`src/design/hsla_pkg.sv`:
```
`timescale 1ns / 1ps
`default_nettype none

package hsla_pkg;

  // configuration register indexes
  localparam logic [1:0] REG_HUE_SHIFT  = 2'd0;
  localparam logic [1:0] REG_SAT_GAIN   = 2'd1;
  localparam logic [1:0] REG_LIGHT_GAIN = 2'd2;

  localparam int unsigned CfgAddrW = 2;
  localparam int unsigned CfgDataW = 10;

  typedef struct packed {
    logic [7:0] red_in;
    logic [7:0] green_in;
    logic [7:0] blue_in;
  } pix_in_t;

  typedef struct packed {
    logic [7:0] red_out;
    logic [7:0] green_out;
    logic [7:0] blue_out;
  } pix_out_t;

  typedef struct packed {
    logic signed [9:0] hue_shift;
    logic signed [9:0] saturation_gain;
    logic signed [9:0] lightness_gain;
  } cfg_t;

  // classified pixel: two long divisions in flight plus lightness
  typedef struct packed {
    logic [7:0]  rem_s;
    logic [16:0] num_s;
    logic [16:0] quo_s;
    logic [7:0]  dvs_s;
    logic [7:0]  rem_h;
    logic [16:0] num_h;
    logic [16:0] quo_h;
    logic [7:0]  dvs_h;
    logic [16:0] light;
    logic        grey;
  } div_t;

endpackage : hsla_pkg

`default_nettype wire

```
`src/design/hsla_front.sv`:
```
`timescale 1ns / 1ps
`default_nettype none

module hsla_front
  import hsla_pkg::*;
(
  input  wire logic    clk_i,
  input  wire logic    rst_ni,
  input  wire logic    push_i,
  input  wire pix_in_t pix_i,
  output logic         full_o,
  output logic         qpush_o,
  output div_t         qdata_o,
  input  wire logic    qfull_i
);

  logic [7:0]  r, g, b, mx, mn, d, den;
  logic [8:0]  sm;
  logic [10:0] n, d6;
  logic [24:0] hn;
  logic [33:0] lp;
  logic        move;
  div_t        f_d, f_q;
  logic        f_vld_q;

  // min / max and hue sector
  always_comb begin
    r  = pix_i.red_in;
    g  = pix_i.green_in;
    b  = pix_i.blue_in;
    mx = r;
    if (g > mx) mx = g;
    if (b > mx) mx = b;
    mn = r;
    if (g < mn) mn = g;
    if (b < mn) mn = b;
    d  = mx - mn;
    sm = 9'(mx) + 9'(mn);
    d6 = (11'(d) << 2) + (11'(d) << 1);
    priority if (mx == r) begin
      n = 11'(g) - 11'(b) + ((g < b) ? d6 : 11'd0);
    end else if (mx == g) begin
      n = 11'(b) - 11'(r) + (11'(d) << 1);
    end else begin
      n = 11'(r) - 11'(g) + (11'(d) << 2);
    end
    den = (sm <= 9'd255) ? sm[7:0] : 8'(9'd510 - sm);
    // n * 15360 and lightness sm * 65536 / 510 by reciprocal
    hn  = (25'(n) << 14) - (25'(n) << 10);
    lp  = 34'(sm) * 34'd16843010;
  end

  // seed the two dividers
  always_comb begin
    f_d.rem_s = {1'b0, d[7:1]};
    f_d.num_s = {d[0], 16'd0};
    f_d.quo_s = '0;
    f_d.dvs_s = den;
    f_d.rem_h = hn[24:17];
    f_d.num_h = hn[16:0];
    f_d.quo_h = '0;
    f_d.dvs_h = d;
    f_d.light = lp[33:17];
    f_d.grey  = (d == 8'd0);
  end

  assign move    = !f_vld_q || !qfull_i;
  assign full_o  = !move;
  assign qpush_o = f_vld_q && !qfull_i;
  assign qdata_o = f_q;

  // input stage register
  always_ff @(posedge clk_i or negedge rst_ni) begin
    if (!rst_ni) begin
      f_vld_q <= 1'b0;
    end else if (move) begin
      f_vld_q <= push_i;
    end
  end

  always_ff @(posedge clk_i) begin
    if (move && push_i) begin
      f_q <= f_d;
    end
  end

endmodule : hsla_front

`default_nettype wire

```
`config.mk`:
```
export PLATFORM = sky130hd
export DESIGN_NAME = hsla_front
export DESIGN_NICKNAME = d
export VERILOG_FILES = /design/src/design/hsla_pkg.sv /design/src/design/hsla_front.sv
export SDC_FILE = /design/constraint.sdc
export NUM_CORES = 1
export LEC_CHECK = 0
export BUFFER_PORTS_ARGS = -buffer_cell sky130_fd_sc_hd__buf_2
export CAP_MARGIN = 20
export CORE_MARGIN = 2
export CORE_UTILIZATION = 35
export CTS_CLUSTER_SIZE = 10
export DETAILED_ROUTE_END_ITERATION = 6
export HOLD_SLACK_MARGIN = 0.02
export PLACE_DENSITY = 0.53
export SLEW_MARGIN = 20
export SYNTH_ARGS = -nofsm -noshare
export SYNTH_HDL_FRONTEND = slang
export SYNTH_SLANG_ARGS = --single-unit
```
`constraint.sdc`:
```
create_clock -name clk_i -period 5 [get_ports clk_i]
set_clock_uncertainty 0.05 [all_clocks]
set_input_delay 0.75 -clock clk_i [delete_from_list [all_inputs] [get_ports clk_i]]
set_output_delay 0.75 -clock clk_i [all_outputs]
set_load 0.005 [all_outputs]
```
==> flow_summary.yaml, run 1 <==
global_routing:
  first_global_vias: 7171
  grt_pass1_wl_mm: 35.54
  grt_max_degree: 45
  grt_overflow: 0
  grt.total_usage_pct: 19.92
  antenna_found_initial: 0
yosys:
  synth-main-ff-cell: "edfxtp_1"
  post-synth-top-area-cell: "edfxtp_1"
  synth_area_per_cell_sq_um: 8.469
  synth_top_area_share_pct: 17.85
  ys_warn_count: 0
  synth_cell_types: 78
  synthCells: 874
  syn-cell-area_sq_um: 7402
  synth-seq-cells: 45
  synth.most_common_cell: "ha_1"
  async_flop_share_pct: 2.222
  ys_seq_area_share_pct: 18.19
  synth.top_cells.by_area: "edfxtp_1 (18%), ha_1 (17%), buf_4 (7.6%)"
  synth-edff-count: 44
  synthTopCellsByCount: "ha_1 (100), inv_1 (82), buf_4 (75)"
finish:
  seq_area_sq_um: 1346
  diodes: 0
  multi_input_area_sq_um: 6419
  nets: 1452
  instances_no_fill: 1591
  drive_above_1_share_pct: 51.14
  area_growth_pct: 62.80
  n_fill_cell: 1895
  stdcell_area_sq_um: 12050
clock_tree:
  cts.sinks: 45
  root_buffer: "clkbuf_16"
  cts_buffers: 5
  cts.clk_slew.worst_paths_ps: 60
  cts_tree: "built"
  cts-htree-levels: 2
  cts_max_path_buffers: 2
  clock_latency_ps: 290
  hold_buffers: 0
route:
  dr_total_vias: 7519
  wirelength_mm: 22.95
  drtAntennaViolNets: 0
  drc: 0
  viasPerCell: 4.726
  dr.pass1.iters: 5
  drtIter0Drc: 311
  avgRoutedWirePerCell_um: 14.42
setup_path:
  critPathKind: "in -> reg"
  end_kind: "flop"
  cp_top_family: "compound AO/OA/AOI/OAI gates"
  crit_fanout: 7
  slowest_stage: "fa_2"
  max_stage_delay_ps: 660
  startpoint_type: "primary input"
  arrival_ps: 7870
  critPathBufInv: 9
  required_ps: 5000
  r2r.worst_path.cells: 3
  path_depth: 43
timing:
  hold_viol_final: 0
  tightest_slew_ps: 555.6
  setup_viol: 38
  slew-limit-headroom_pct: 62.96
  whs_ps: 171.3
  fin_crit_ps: 7877
  finalWorstSetupSlack_ps: -2877
  report.final.slew_viol_count: 0
  period_share_pct: 157.5
  rsz0062_at_grt: "yes"
  timing.fmax_ghz: 0.1270
placement:
  placedCellCount: 1515
  dp_hpwl_mm: 18.27
  placed_area_sq_um: 10480
  port_buffers: 86
  gp_congestion: 0.8948
  pre_cts_ws_ps: -3540
die:
  fp.dieH_um: 149.4
  io_pins: 148
  die_area_sq_um: 22330
  core_area_sq_um: 20890
  die_w_um: 149.4
  initial_core_util_pct: 35.44
  floorplan.rows: 53
outcome:
  violations: "negative setup slack"
  outcome: "finished with violations"
min_path:
  hold_class: "in -> async"
flow_run:
  drv_cap: 0
-- path summary, 6_finish.rpt --
check	start	to	slack [ps]
hold / removal	rst_ni	f_vld_q	170
hold reg to reg	f_vld_q	f_vld_q	630
min in group clk_i	push_i	f_vld_q	620
setup / recovery	pix_i[12]	qdata_o[67]	-2880
max in group asynchronous	rst_ni	f_vld_q	4650
setup reg to reg	f_vld_q	qdata_o[2]	3450
-- routing by layer --
metal	share of wire, %	track usage (%)	up-vias	routed length, um
li1	-	-	3865	-
met1	46	27.32	3471	10660
met2	48	34.38	156	11070
met3	3.5	1.159	27	813
met4	1.8	4.619	0	406
met5	0	0	-	0
-- repair_timing --
action	CTS	global route
buffers inserted	52	31
hold endpoints to repair	0	0
pin swaps	88	47
resized for setup	128	74
setup endpoints to repair	39	39
-- state kept, by name (all words and copies together), names as in the netlist --
signal and cells:
qdata_o 44, f_vld_q 1
-- metrics by stage --
step | setup TNS, ps | util (%)
floorplan | -61580 | -
global placement | -71980 | 50.17
detailed placement | -77590 | 50.17
CTS | -53790 | 55.26
global route | -64520 | 57.69
finish | -53770 | 57.69
-- cells in the final DEF, fill, tap and decap left out, types with 28 or more instances in the layout --
master	count
buf_6	38
nand2_1	32
inv_1	60
xnor2_1	44
buf_2	79
ha_1	71
xor2_1	28
nor2_1	51
buf_4	341
edfxtp_1	44
a21oi_1	37
conb_1	61
-- cell families after synthesis --
logic type	count (synthesis)	synth area share, %
other cells	1	0.05066
mux	27	3.769
xor+xnor	91	11.05
buf+inv	171	12.68
fa+ha+maj	113	19.88
simple gates	213	14.49
flops	45	18.19
compound gates	213	19.90
-- final cells by class --
class                   instances  share of cell area [%]
inverters                      82                   2.668
repair buffers                463                   28.82
flip-flops and latches         45                   11.17
clock buffers                   5                   1.038
well taps                     275                   2.855
multi-input cells             718                   53.27
clock inverters                 3                  0.1765
Power of run 1 is left out: the tool's default activity adds up to more than one toggle a clock period on the data nets, which glitch-free logic cannot reach.
==> run 2, diff against run 1 <==
- CORE_UTILIZATION: 35 -> 58
- PLACE_DENSITY: 0.53 -> 0.81
- clock period: 5 -> 8.9 ns (I/O delays scaled with it)
==> run 2 against run 1 <==
Critical path depth shrank 3; setup slack gained 2900 ps; critical endpoint is now qdata_o[66]; the flow now finishes without violations; non-clock buffer count shrank 252; design area shrank 24%; global-route usage grew 7.3 points; first-iteration DRC count grew 42%; count of clock-buffer cells in the layout is the same; highest routed layer unchanged; die area shrank 39%; utilization grew 16 points.
==> flow_summary.yaml, run 2 (synthesis gave the netlist of run 1 again) <==
die:
  fp.dieH_um: 117.0
  initial_core_util_pct: 59.14
  die_area_sq_um: 13680
  floorplan.rows: 41
  die_w_um: 117.0
  io_pins: 148
  core_area_sq_um: 12520
global_routing:
  grt_max_degree: 45
  antenna_found_initial: 0
  first_global_vias: 6234
  grt.total_usage_pct: 27.21
  grt_pass1_wl_mm: 29.43
  grt_overflow: 0
clock_tree:
  cts_max_path_buffers: 2
  cts-htree-levels: 2
  cts.sinks: 45
  cts_tree: "built"
  clock_latency_ps: 280
  cts_buffers: 5
  cts.clk_slew.worst_paths_ps: 60
  root_buffer: "clkbuf_16"
timing:
  report.final.slew_viol_count: 0
  tightest_slew_ps: 884.9
  fin_crit_ps: 8886
  rsz0062_at_grt: "yes"
  slew-limit-headroom_pct: 40.58
  timing.fmax_ghz: 0.1125
  hold_viol_final: 0
  setup_viol: 0
  period_share_pct: 99.84
setup_path:
  arrival_ps: 8870
  slowest_stage: "fa_2"
  crit_start: "pix_i[14]"
  end_kind: "flop"
  startpoint_type: "primary input"
  critPathKind: "in -> reg"
  worstSetupEndpoint: "qdata_o[66]"
  cpMostUsedCell: "a21oi_2"
  reg2reg_slack_ps: 7170
  reg2reg_from: "f_vld_q"
  r2r.worst_path.cells: 3
  max_stage_delay_ps: 580
  required_ps: 8880
  r2r_end: "qdata_o[53]"
  crit_fanout: 5
finish:
  stdcell_area_sq_um: 9164
  largest_reg_flops: 44
  final_common_cell: "buf_4"
  area_growth_pct: 23.80
  most-common-layout-cells: "buf_4 (122), ha_1 (91), buf_2 (86)"
  drive_above_1_share_pct: 29.30
  nets: 1201
  instances_no_fill: 1237
  n_fill_cell: 987
  diodes: 0
route:
  wirelength_mm: 19.64
  dr.pass1.iters: 5
  drtIter0Drc: 443
  dr_total_vias: 6879
  viasPerCell: 5.561
  drtAntennaViolNets: 0
  drc: 0
  avgRoutedWirePerCell_um: 15.88
placement:
  gp_congestion: 1.011
  placed_area_sq_um: 8638
  dp_hpwl_mm: 15.63
  placedCellCount: 1213
  port_buffers: 86
flow_run:
  drv_cap: 0
min_path:
  hp-start: "f_vld_q"
  hold_class: "reg -> reg"
outcome:
  outcome: "finished clean"
## run 2: per-stage QoR
step | setup WS, ps | utilization (%) | TNS (ps) | hold WS [ps]
6_report | 14.16 | 73.21 | 0 | 629.3
4_1_cts | 70.30 | 70.21 | 0 | 633.9
5_1_grt | -272.4 | 73.21 | -1290 | 714.8
3_5_place_dp | -190.4 | 69.01 | -791.1 | 611.7
2_1_floorplan | -21.96 | - | -40.92 | 557.3
3_3_place_gp | 0.2265 | 69.01 | 0 | 614.0
## run 2: how the worst min path moves through the flow
stage / slack [ps] / depth (start not counted) / to
floorplan: 560 / 2 / f_vld_q
global placement: 610 / 2 / f_vld_q
detailed placement: 610 / 2 / f_vld_q
CTS: 630 / 2 / f_vld_q
global route: 710 / 2 / f_vld_q
finish: 630 / 2 / f_vld_q
## run 2: what timing repair did
item                                    4_1_cts  5_1_grt
endpoints found under the hold margin         0        0
resized for setup                             0       63
endpoints found under the setup margin        0        7
hold buffers                                  0        0
buffers inserted                              0       14
## run 2: worst max-delay path: cells and delay by family
family,cells,cell delay [ps]
AO/OA/AOI/OAI,17,3190
XOR/XNOR,2,250
adder cells (fa/ha/maj),8,2540
buffers and inverters,8,740
multiplexers,2,410
AND/OR/NAND/NOR,3,390
## run 2: per-layer routing
| layer | routed length (um) | share of wire, % | GRT usage [%] | vias to the layer above |
|---|---|---|---|---|
| met5 | 0 | 0 | 0 | - |
| met4 | 578 | 2.9 | 9.020 | 0 |
| li1 | - | - | - | 3358 |
| met2 | 9566 | 49 | 48.48 | 264 |
| met1 | 8450 | 43 | 34.71 | 3205 |
| met3 | 1045 | 5.3 | 2.472 | 52 |
## run 2: area by class of cell
cell class	instances	area, sq um	share of cell area, %
Clock inverter	3	25.02	0.2731
Multi-Input combinational cell	719	5736	62.59
Tap cell	172	215.2	2.348
Timing Repair Buffer	211	1405	15.33
Sequential cell	45	1346	14.69
Inverter	82	311.5	3.400
Clock buffer	5	125.1	1.365
Power of run 2 is left out for the same reason.
