`src/design/hsla_pkg.sv`:
```
`timescale 1ns / 1ps
`default_nettype none

package hsla_pkg;

  // configuration register indexes
  localparam logic [1:0] REG_HUE_SHIFT  = 2'd0;
  localparam logic [1:0] REG_SAT_GAIN   = 2'd1;
  localparam logic [1:0] REG_LIGHT_GAIN = 2'd2;

  localparam int unsigned CfgAddrW = 2;
  localparam int unsigned CfgDataW = 10;

  typedef struct packed {
    logic [7:0] red_in;
    logic [7:0] green_in;
    logic [7:0] blue_in;
  } pix_in_t;

  typedef struct packed {
    logic [7:0] red_out;
    logic [7:0] green_out;
    logic [7:0] blue_out;
  } pix_out_t;

  typedef struct packed {
    logic signed [9:0] hue_shift;
    logic signed [9:0] saturation_gain;
    logic signed [9:0] lightness_gain;
  } cfg_t;

  // classified pixel: two long divisions in flight plus lightness
  typedef struct packed {
    logic [7:0]  rem_s;
    logic [16:0] num_s;
    logic [16:0] quo_s;
    logic [7:0]  dvs_s;
    logic [7:0]  rem_h;
    logic [16:0] num_h;
    logic [16:0] quo_h;
    logic [7:0]  dvs_h;
    logic [16:0] light;
    logic        grey;
  } div_t;

endpackage : hsla_pkg

`default_nettype wire

```
`src/design/hsla_queue.sv`:
```
`timescale 1ns / 1ps
`default_nettype none

module hsla_queue
  import hsla_pkg::*;
(
  input  wire logic clk_i,
  input  wire logic rst_ni,
  input  wire logic push_i,
  input  wire div_t data_i,
  output logic      full_o,
  input  wire logic pop_i,
  output logic      empty_o,
  output div_t      data_o
);

  div_t       mem_q [4];
  logic [1:0] wp_q, rp_q;
  logic [2:0] cnt_q;
  logic       wr, rd;

  assign full_o  = (cnt_q == 3'd4);
  assign empty_o = (cnt_q == 3'd0);
  assign wr      = push_i && !full_o;
  assign rd      = pop_i && !empty_o;
  assign data_o  = mem_q[rp_q];

  // pointers and fill level
  always_ff @(posedge clk_i or negedge rst_ni) begin
    if (!rst_ni) begin
      wp_q  <= '0;
      rp_q  <= '0;
      cnt_q <= '0;
    end else begin
      if (wr) wp_q <= wp_q + 2'd1;
      if (rd) rp_q <= rp_q + 2'd1;
      if (wr && !rd) cnt_q <= cnt_q + 3'd1;
      else if (rd && !wr) cnt_q <= cnt_q - 3'd1;
    end
  end

  always_ff @(posedge clk_i) begin
    if (wr) begin
      mem_q[wp_q] <= data_i;
    end
  end

endmodule : hsla_queue

`default_nettype wire

```
`config.mk`:
```
export PLATFORM = sky130hd
export DESIGN_NAME = hsla_queue
export DESIGN_NICKNAME = d
export VERILOG_FILES = /design/src/design/hsla_pkg.sv /design/src/design/hsla_queue.sv
export SDC_FILE = /design/constraint.sdc
export NUM_CORES = 1
export LEC_CHECK = 0
export ABC_AREA = 1
export BUFFER_PORTS_ARGS = -buffer_cell sky130_fd_sc_hd__buf_2
export CELL_PAD_IN_SITES_DETAIL_PLACEMENT = 1
export CELL_PAD_IN_SITES_GLOBAL_PLACEMENT = 2
export CORE_MARGIN = 2
export CORE_UTILIZATION = 36
export DETAILED_ROUTE_END_ITERATION = 8
export PLACE_DENSITY_LB_ADDON = 0.1
export SYNTH_ARGS = -nofsm -noshare
export SYNTH_HDL_FRONTEND = slang
export SYNTH_SLANG_ARGS = --single-unit
```
`constraint.sdc`:
```
create_clock -name clk_i -period 6 [get_ports clk_i]
set_input_delay 0.3 -clock clk_i [delete_from_list [all_inputs] [get_ports clk_i]]
set_output_delay 0.3 -clock clk_i [all_outputs]
set_load 0.01 [all_outputs]
```
==> flow_summary.toml, run 1 <==
[clock_tree]
holdBufCountCts = 121
cts.sinks = 479
clk_pin_slew_ns = 0.06
cts_tree = "built"
cts_buffer_depth = 3
h-tree-depth = 2
cts_root_buf = "clkbuf_16"
ctsResizeCount = 0
insertion_delay_ns = 0.58
cts_buffers = 52
cts_setup_buffers = 0

[grt]
grtUsageTotal_pct = 16.9
grt_overflow = 0
antenna_found_initial = 3
grt_max_degree = 248
grt_pass1_vias = 12539
grt_pass1_wl_mm = 72.0

[setup_path]
crit_type = "register to output port"
endpoint_kind = "output port"
slowest_delay_ns = 0.94
cp_max_fo = 117
cpMostUsedCell = "nand2_1"
slowest_stage = "buf_4"
cp.arrival_ns = 3.11
worst-endpoint-required_ns = 5.70
crit_buf_inv = 3
path_delay_family = "buffers and inverters"
crit_chain = "inv_8, buf_4, nand2_1, o211ai_1, nand2_1, buf_2"
startpoint_type = "register"

[placement]
dpl.hpwl_mm = 27.0
port_buffers = 241
gp_congestion = 0.707

[floorplan]
design.die.area_um2 = 55500
die_w_um = 236
die_h_um = 236
boundaryPins = 242
core_um2 = 52800
start_util_pct = 36.6
rows = 84

[synth]
avgSynthCellArea_um2 = 13.4
synthMuxAreaShare_pct = 0
synth_top_family_by_area = "compound AO/OA/AOI/OAI gates"
synth_area_um2 = 19300
ys_ff_latch = 479
ys_warn_count = 0
synth_simple_gate_area_share_pct = 7.52
synth_fa_ha_area_share_pct = 0.427
syn-num-nets = 1566
seq_area_frac_synth_pct = 74.3
synth_compound_area_share_pct = 9.20
synthXorXnorAreaFrac_pct = 0.0453
synthDistinctLibCells = 18
synthCells = 1438

[layout]
fill_cells = 5523
multiInputGateArea_um2 = 3350
final_cell_mix = "472 x edfxtp_1, 372 x nand2_1, 251 x inv_1, 241 x buf_2, 236 x o211ai_1"
syn2layout_area_growth_pct = 22.6
register_area_um2 = 14400
final_common_cell = "edfxtp_1"
nNetsFinal = 1919
drive_gt1_share_pct = 17.8

[sta]
period_share_pct = 56.8
finalSetupViolCount = 0
fmax_mhz = 294
max-slew-margin-rel_pct = 22.7
slew_violations = 0
fin_crit_ns = 3.41
clock_skew_ns = 0.0105
hold-worst-slack_ns = 0.108
tightest_slew_ns = 1.16
grt_setup_unrepaired = "false"
hold_viol = 0

[status]
outcome = "finished clean"

[drt]
drt_wl_total_mm = 46.1
antenna_left = 0
drcViolationCount = 0
avgViaCountPerCell = 4.70
drtIter0Drc = 552
wl_per_cell_um = 18.3
firstDrtPassIters = 5
vias = 11864

[power_and_ir_drop]
seq_power_share_pct = 40.8
p_switching_mw = 3.94
cellPowerDensity_nw_per_um2 = 478
p_leak_nw = 9.48
p_sw_share_pct = 34.8
clkPwrFrac_pct = 27.1
finalPower_mw = 11.3
internal_power_mw = 7.38
worst_ir_drop_vdd_v = 0.000365
combPwrFrac_pct = 32.1

[flow_run]
maxCapViolCount = 0

[min_path]
min_path_type = "input pin to asynchronous set/reset pin"
[flip-flops by register name, summed over array words and instances (netlist names)]
register,flops
mem_q,472
cnt_q,3
wp_q,2
rp_q,2
[cell families (layout without fill, tap and decap cells)]
group | after synthesis | count (layout)
AOI/OAI and AO/OA | 237 | 237
xor gates and xnor gates | 1 | 1
adders and majority gates | 6 | 6
buffers and inverters | 331 | 725
DFF | 479 | 479
other | 0 | 2
and+or+nand+nor | 384 | 384
[through the flow]
step	util (%)	area, µm²	setup TNS (ns)	cells	worst slack (ns)
2_1_floorplan	-	19300	-107.43	1438	-0.228
3_3_place_gp	39.5	20900	0	2304	3.09
3_5_place_dp	39.5	20900	0	2304	3.12
4_1_cts	44.9	23700	0	2520	2.45
5_1_grt	44.9	23700	0	2521	2.27
6_report	44.9	23700	0	2522	2.59
[cells in the mapped netlist, drive strengths merged]
library cell	number	share of area (%)
buf	71	3.2
nor2	4	0.078
fa	1	0.10
o211ai	236	9.2
nand2	372	7.2
nand3	7	0.18
edfxtp	472	73
o21ai	1	0.026
xnor2	1	0.045
inv	253	4.9
ha	5	0.32
clkbuf	7	0.45
dfrtp	7	0.91
nand4	1	0.032
[path summary, 6_finish.rpt]
check                           slack (ns)   startpoint             to  cells after the start
worst max-delay path                  2.59      rp_q[0]     data_o[58]                      6
worst min-delay path                  0.11       rst_ni       cnt_q[1]                      2
worst max register to register        3.24     cnt_q[0]   mem_q[2][74]                      6
worst min register to register        0.52     cnt_q[2]       cnt_q[2]                      2
max in group asynchronous             5.68       rst_ni        rp_q[1]                      2
min in group clk_i                    0.47  data_i[110]  mem_q[2][110]                      2
[final cells by class]
class / instances / area share, %
Antenna cell: 2 / 0.0211
Clock buffer: 68 / 5.84
Clock inverter: 27 / 1.01
Inverter: 253 / 4.05
Multi-Input combinational cell: 628 / 14.1
Sequential cell: 479 / 60.6
Tap cell: 688 / 3.63
Timing Repair Buffer: 377 / 10.7
[metal layers]
| layer | track usage [%] | vias up | part of all wire [%] | wire, µm |
|---|---|---|---|---|
| li1 | - | 5732 | - | - |
| met3 | 2.72 | 56 | 3.3 | 1520 |
| met1 | 21.9 | 5883 | 45 | 20500 |
| met5 | 0 | - | 0.052 | 24 |
| met4 | 4.65 | 4 | 1.9 | 861 |
| met2 | 29.3 | 189 | 50 | 23100 |
[power by group through the flow]
stage	clock, mW	sequential, mW	combinational, mW
2_1_floorplan	0	4.70	2.54
3_3_place_gp	0	4.69	3.66
3_5_place_dp	0	4.70	3.69
4_1_cts	3.17	4.64	3.77
5_1_grt	3.30	4.69	4.09
6_report	3.07	4.62	3.63
[worst register-to-register path: stages, from the launching register on]
cell	delay (ns)
dfrtp_1	0.40
inv_1	0.08
nand3_1	0.14
nand2_1	0.31
nor2_4	0.18
buf_4	0.65
buf_4	0.62
(Power assumes the default switching activity.)
==> run 2: changes to the inputs <==
- clock period: 6 -> 2.7 ns (I/O delays scaled with it)
==> run 2 against run 1 <==
- count of clock-buffer cells in the layout grew 7
- via count hardly changed
- sequential power grew 120%
- clock skew rose by 0.0098 ns
- worst hold slack improved by 0.19 ns
==> flow_summary.toml, run 2 (synthesis results as in run 1) <==
[setup_path]
startpoint_type = "register"
cp.arrival_ns = 2.32
crit_type = "register to output port"
rrSetupSlack_ns = 0.79
endpoint_kind = "output port"
worst-endpoint-required_ns = 2.57
cp_max_fo = 71

[sta]
fmax_mhz = 408
hold_viol = 0
fin_crit_ns = 2.45
setup_tns_ns = 0
tightest_slew_ns = 0.655
finalSetupViolCount = 0
grt_setup_unrepaired = "false"
slew_violations = 0
max-slew-margin-rel_pct = 56.3
period_share_pct = 90.8
clock_skew_ns = 0.0203

[clock_tree]
insertion_delay_ns = 0.59
cts_root_buf = "clkbuf_16"
cts_tree = "built"
cts_setup_buffers = 0
cts.sinks = 479
cts_buffers = 52
clk_pin_slew_ns = 0.06
h-tree-depth = 2
cts_buffer_depth = 3

[layout]
largest_reg_flops = 472
nNetsFinal = 1938
register_area_um2 = 14400
fill_cells = 5473
finalNonFillerCells = 2536
drive_gt1_share_pct = 18.8
final_cell_mix = "472 x edfxtp_1, 371 x nand2_1, 250 x inv_1, 241 x buf_2, 236 x o211ai_1"
largest-register = "mem_q"
reg_top3 = "mem_q (472), cnt_q (3)"
syn2layout_area_growth_pct = 24.3
final_common_cell = "edfxtp_1"
multiInputGateArea_um2 = 3360

[floorplan]
die_w_um = 236
design.die.area_um2 = 55500
start_util_pct = 36.6
die_h_um = 236
rows = 84
core_um2 = 52800
boundaryPins = 242

[drt]
firstDrtPassIters = 4
top_layer_used = "met5"
wl_met2_mm = 22.9
drt_wl_total_mm = 45.9
dr_wl_met3_mm = 1.45
avgViaCountPerCell = 4.68
wl_per_cell_um = 18.1
drtIter0Drc = 487
antenna_left = 0
vias = 11863
wl_met1_mm = 20.4
drcViolationCount = 0

[placement]
dpl.hpwl_mm = 27.4
port_buffers = 241
gp_congestion = 0.699
dp.cells = 2322

[power_and_ir_drop]
cellPowerDensity_nw_per_um2 = 1050
p_leak_nw = 9.61
worst_ir_drop_vdd_v = 0.000629

[grt]
grt_overflow = 0
grtUsageTotal_pct = 16.7
grt_max_degree = 89
grt_pass1_vias = 12374
grt_pass1_wl_mm = 71.9
antenna_found_initial = 4

[status]
outcome = "finished clean"

[flow_run]
maxCapViolCount = 0

[min_path]
min_path_type = "input pin to register"
-- run 2: changes by cell type in the layout (fill, tap and decap cells not counted), sizes merged --
| cell | change |
|---|---|
| buf | +18 |
| clkbuf | +7 |
| clkinv | -7 |
| bufinv | -4 |
| diode | -1 |
| dlygate4sd3 | +1 |
-- run 2: timing repair --
| item | in CTS | in global routing |
|---|---|---|
| resized for setup | 0 | 0 |
| hold buffers | 122 | 0 |
| endpoints found under the hold margin | 483 | 0 |
-- run 2: path summary, 6_finish.rpt --
path	from	endpoint	depth (start not counted)
max	rp_q[0]	data_o[24]	6
min	data_i[90]	mem_q[3][90]	2
max reg2reg	cnt_q[1]	cnt_q[1]	9
min reg2reg	cnt_q[2]	cnt_q[2]	2
max in group asynchronous	rst_ni	rp_q[1]	3
min in group asynchronous	rst_ni	cnt_q[1]	3
-- run 2: area by class of cell --
| cell class | count | share of cell area, % |
|---|---|---|
| clock inverters | 16 | 0.391 |
| inverters | 253 | 4.00 |
| clock buffers | 75 | 6.04 |
| diodes | 1 | 0.0104 |
| repair buffers | 396 | 12.2 |
| flip-flops and latches | 479 | 59.8 |
| well taps | 688 | 3.59 |
| multi-input cells | 628 | 14.0 |
-- run 2: per-layer routing --
metal / up-vias / global-route usage (%)
li1: 5776 / -
met1: 5829 / 21.5
met2: 183 / 28.8
met3: 69 / 2.80
met4: 6 / 5.15
met5: - / 0
-- run 2: through the flow --
| step | total power, mW | hold slack, ns | worst slack [ns] | area (µm²) | util [%] |
|---|---|---|---|---|---|
| CTS | 25.9 | 0.248 | 0.185 | 24000 | 45.5 |
| global route | 27.0 | 0.274 | 0.0582 | 24000 | 45.5 |
| floorplan | 15.9 | -0.161 | -0.162 | 19400 | - |
| global placement | 19.0 | -0.00803 | 0.782 | 21200 | 40.3 |
| detailed placement | 19.1 | -0.00903 | 0.759 | 21200 | 40.3 |
| finish | 25.3 | 0.302 | 0.249 | 24000 | 45.5 |
-- run 2: worst max-delay path, stage by stage (launching register included) --
cell,delay [ns]
dfrtp_1,0.45
inv_8,0.35
buf_4,0.43
nand2_1,0.11
o211ai_1,0.11
nand2_1,0.08
buf_2,0.14
-- run 2: where the power goes --
group | internal, mW | leakage (nW) | total (mW) | switching [mW]
sequential | 9.76 | 4.41 | 10.1 | 0.389
combinational | 2.92 | 4.45 | 8.64 | 5.72
clock | 3.78 | 0.755 | 6.53 | 2.75
==> run 3: changes to the inputs <==
- PLACE_DENSITY: not set -> 0.81
- PLACE_DENSITY_LB_ADDON: 0.1 -> not set
==> run 3 against run 2 <==
- via count rose by 1.7%
- critical path type unchanged
- sequential power barely moved
- fmax fell by 0.22%
- flip-flop and latch count did not move
- critical endpoint is now data_o[73]
- count of clock-buffer cells in the layout fell by 14
- die area did not move
- largest power group unchanged
==> flow_summary.toml, run 3 (synthesis results as in run 1) <==
[power_and_ir_drop]
worst_ir_drop_vdd_v = 0.000661
cellPowerDensity_nw_per_um2 = 1050
p_leak_nw = 9.52

[layout]
largest_reg_flops = 472
final_cell_mix = "472 x edfxtp_1, 371 x nand2_1, 250 x inv_1, 241 x buf_2, 236 x o211ai_1"
syn2layout_area_growth_pct = 23.4
largest-register = "mem_q"
reg_top3 = "mem_q (472), cnt_q (3)"
drive_gt1_share_pct = 18.3
design_area_um2 = 23800
utilization_pct = 45.2
nNetsFinal = 1925
final_common_cell = "edfxtp_1"

[clock_tree]
cts.sinks = 479
cts_setup_buffers = 0
cts_buffer_depth = 3
cts_root_buf = "clkbuf_16"
cts_tree = "built"
cts_buffers = 50
clk_pin_slew_ns = 0.06
h-tree-depth = 2
insertion_delay_ns = 0.58

[grt]
antenna_found_initial = 2
grt_max_degree = 121
grtUsageTotal_pct = 16.3
grt_pass1_vias = 13077
grt_pass1_wl_mm = 70.8
grt_overflow = 0

[floorplan]
core_um2 = 52800
boundaryPins = 242
die_h_um = 236
design.die.area_um2 = 55500
rows = 84
die_w_um = 236
start_util_pct = 36.6

[drt]
firstDrtPassIters = 5
vias = 12069
drtIter0Drc = 554
avgViaCountPerCell = 4.78
antenna_left = 0
drt_wl_total_mm = 45.1
drcViolationCount = 0
wl_per_cell_um = 17.9

[sta]
tightest_slew_ns = 0.707
finalSetupViolCount = 0
max-slew-margin-rel_pct = 52.9
fmax_mhz = 407
fin_crit_ns = 2.46
hold_viol = 0
setup_tns_ns = 0
slew_violations = 0
period_share_pct = 91.0
grt_setup_unrepaired = "false"
clock_skew_ns = 0.0120

[status]
outcome = "finished clean"

[setup_path]
endpoint_kind = "output port"
worst-endpoint-required_ns = 2.57
cp.arrival_ns = 2.32
crit_type = "register to output port"
r2r_cells = 10
cp_max_fo = 63
reg2reg_to = "cnt_q[2]"
startpoint_type = "register"
regToRegStartpoint = "cnt_q[0]"
rrSetupSlack_ns = 0.77

[flow_run]
maxCapViolCount = 0

[min_path]
worstHoldPathCells = 2
min_from = "data_i[83]"
min_to = "mem_q[2][83]"
min_path_type = "input pin to register"

[placement]
placed_area_um2 = 21100
port_buffers = 241
gp_congestion = 0.754
dpl.hpwl_mm = 26.4
run 3: cell type report:
type / instances / area, µm²
clock inverter: 30 / 205
fill: 5481 / 28900
antenna: 2 / 5.00
multi-input combinational: 628 / 3360
sequential: 479 / 14400
timing repair buffer: 385 / 2790
inverter: 253 / 960
tap: 688 / 861
clock buffer: 61 / 1290
run 3: through the flow:
| step | hold WS [ns] | cells | power, mW | setup slack [ns] |
|---|---|---|---|---|
| after CTS | 0.265 | 2524 | 25.5 | 0.228 |
| after detailed placement | -0.0125 | 2311 | 18.9 | 0.760 |
| after floorplan | -0.161 | 1438 | 15.9 | -0.162 |
| final | 0.304 | 2526 | 25.1 | 0.243 |
| after global placement | -0.0184 | 2311 | 18.6 | 0.795 |
| after global routing | 0.273 | 2526 | 26.6 | 0.0698 |
run 3: timing repair:
| item | 4_1_cts | 5_1_grt |
|---|---|---|
| resized for setup | 0 | 0 |
| hold endpoints to repair | 483 | 0 |
| hold buffers | 122 | 0 |
run 3: report_power, final:
group	total (mW)	internal (mW)	switching [mW]	leakage, nW
logic	8.66	2.82	5.84	4.38
registers	10.1	9.77	0.346	4.41
clock network	6.30	3.59	2.72	0.732
run 3: critical path, stage by stage (launching register included):
cell,delay [ns]
dfrtp_1,0.45
inv_8,0.34
buf_4,0.42
nand2_1,0.12
o211ai_1,0.12
nand2_1,0.10
buf_2,0.15
run 3: worst max-delay path by stage:
stage              from            to
2_1_floorplan  cnt_q[0]   mem_q[0][0]
3_3_place_gp   cnt_q[0]  mem_q[0][19]
3_5_place_dp   cnt_q[0]  mem_q[0][50]
4_1_cts         rp_q[0]    data_o[73]
5_1_grt         rp_q[0]    data_o[64]
6_report        rp_q[0]    data_o[73]
run 3: routing by layer:
| layer | vias up | wire, µm | track usage, % |
|---|---|---|---|
| li1 | 5745 | - | - |
| met1 | 6009 | 19800 | 20.8 |
| met2 | 242 | 22500 | 28.5 |
| met3 | 73 | 1840 | 2.87 |
| met4 | 0 | 1020 | 5.11 |
| met5 | - | 0 | 0 |
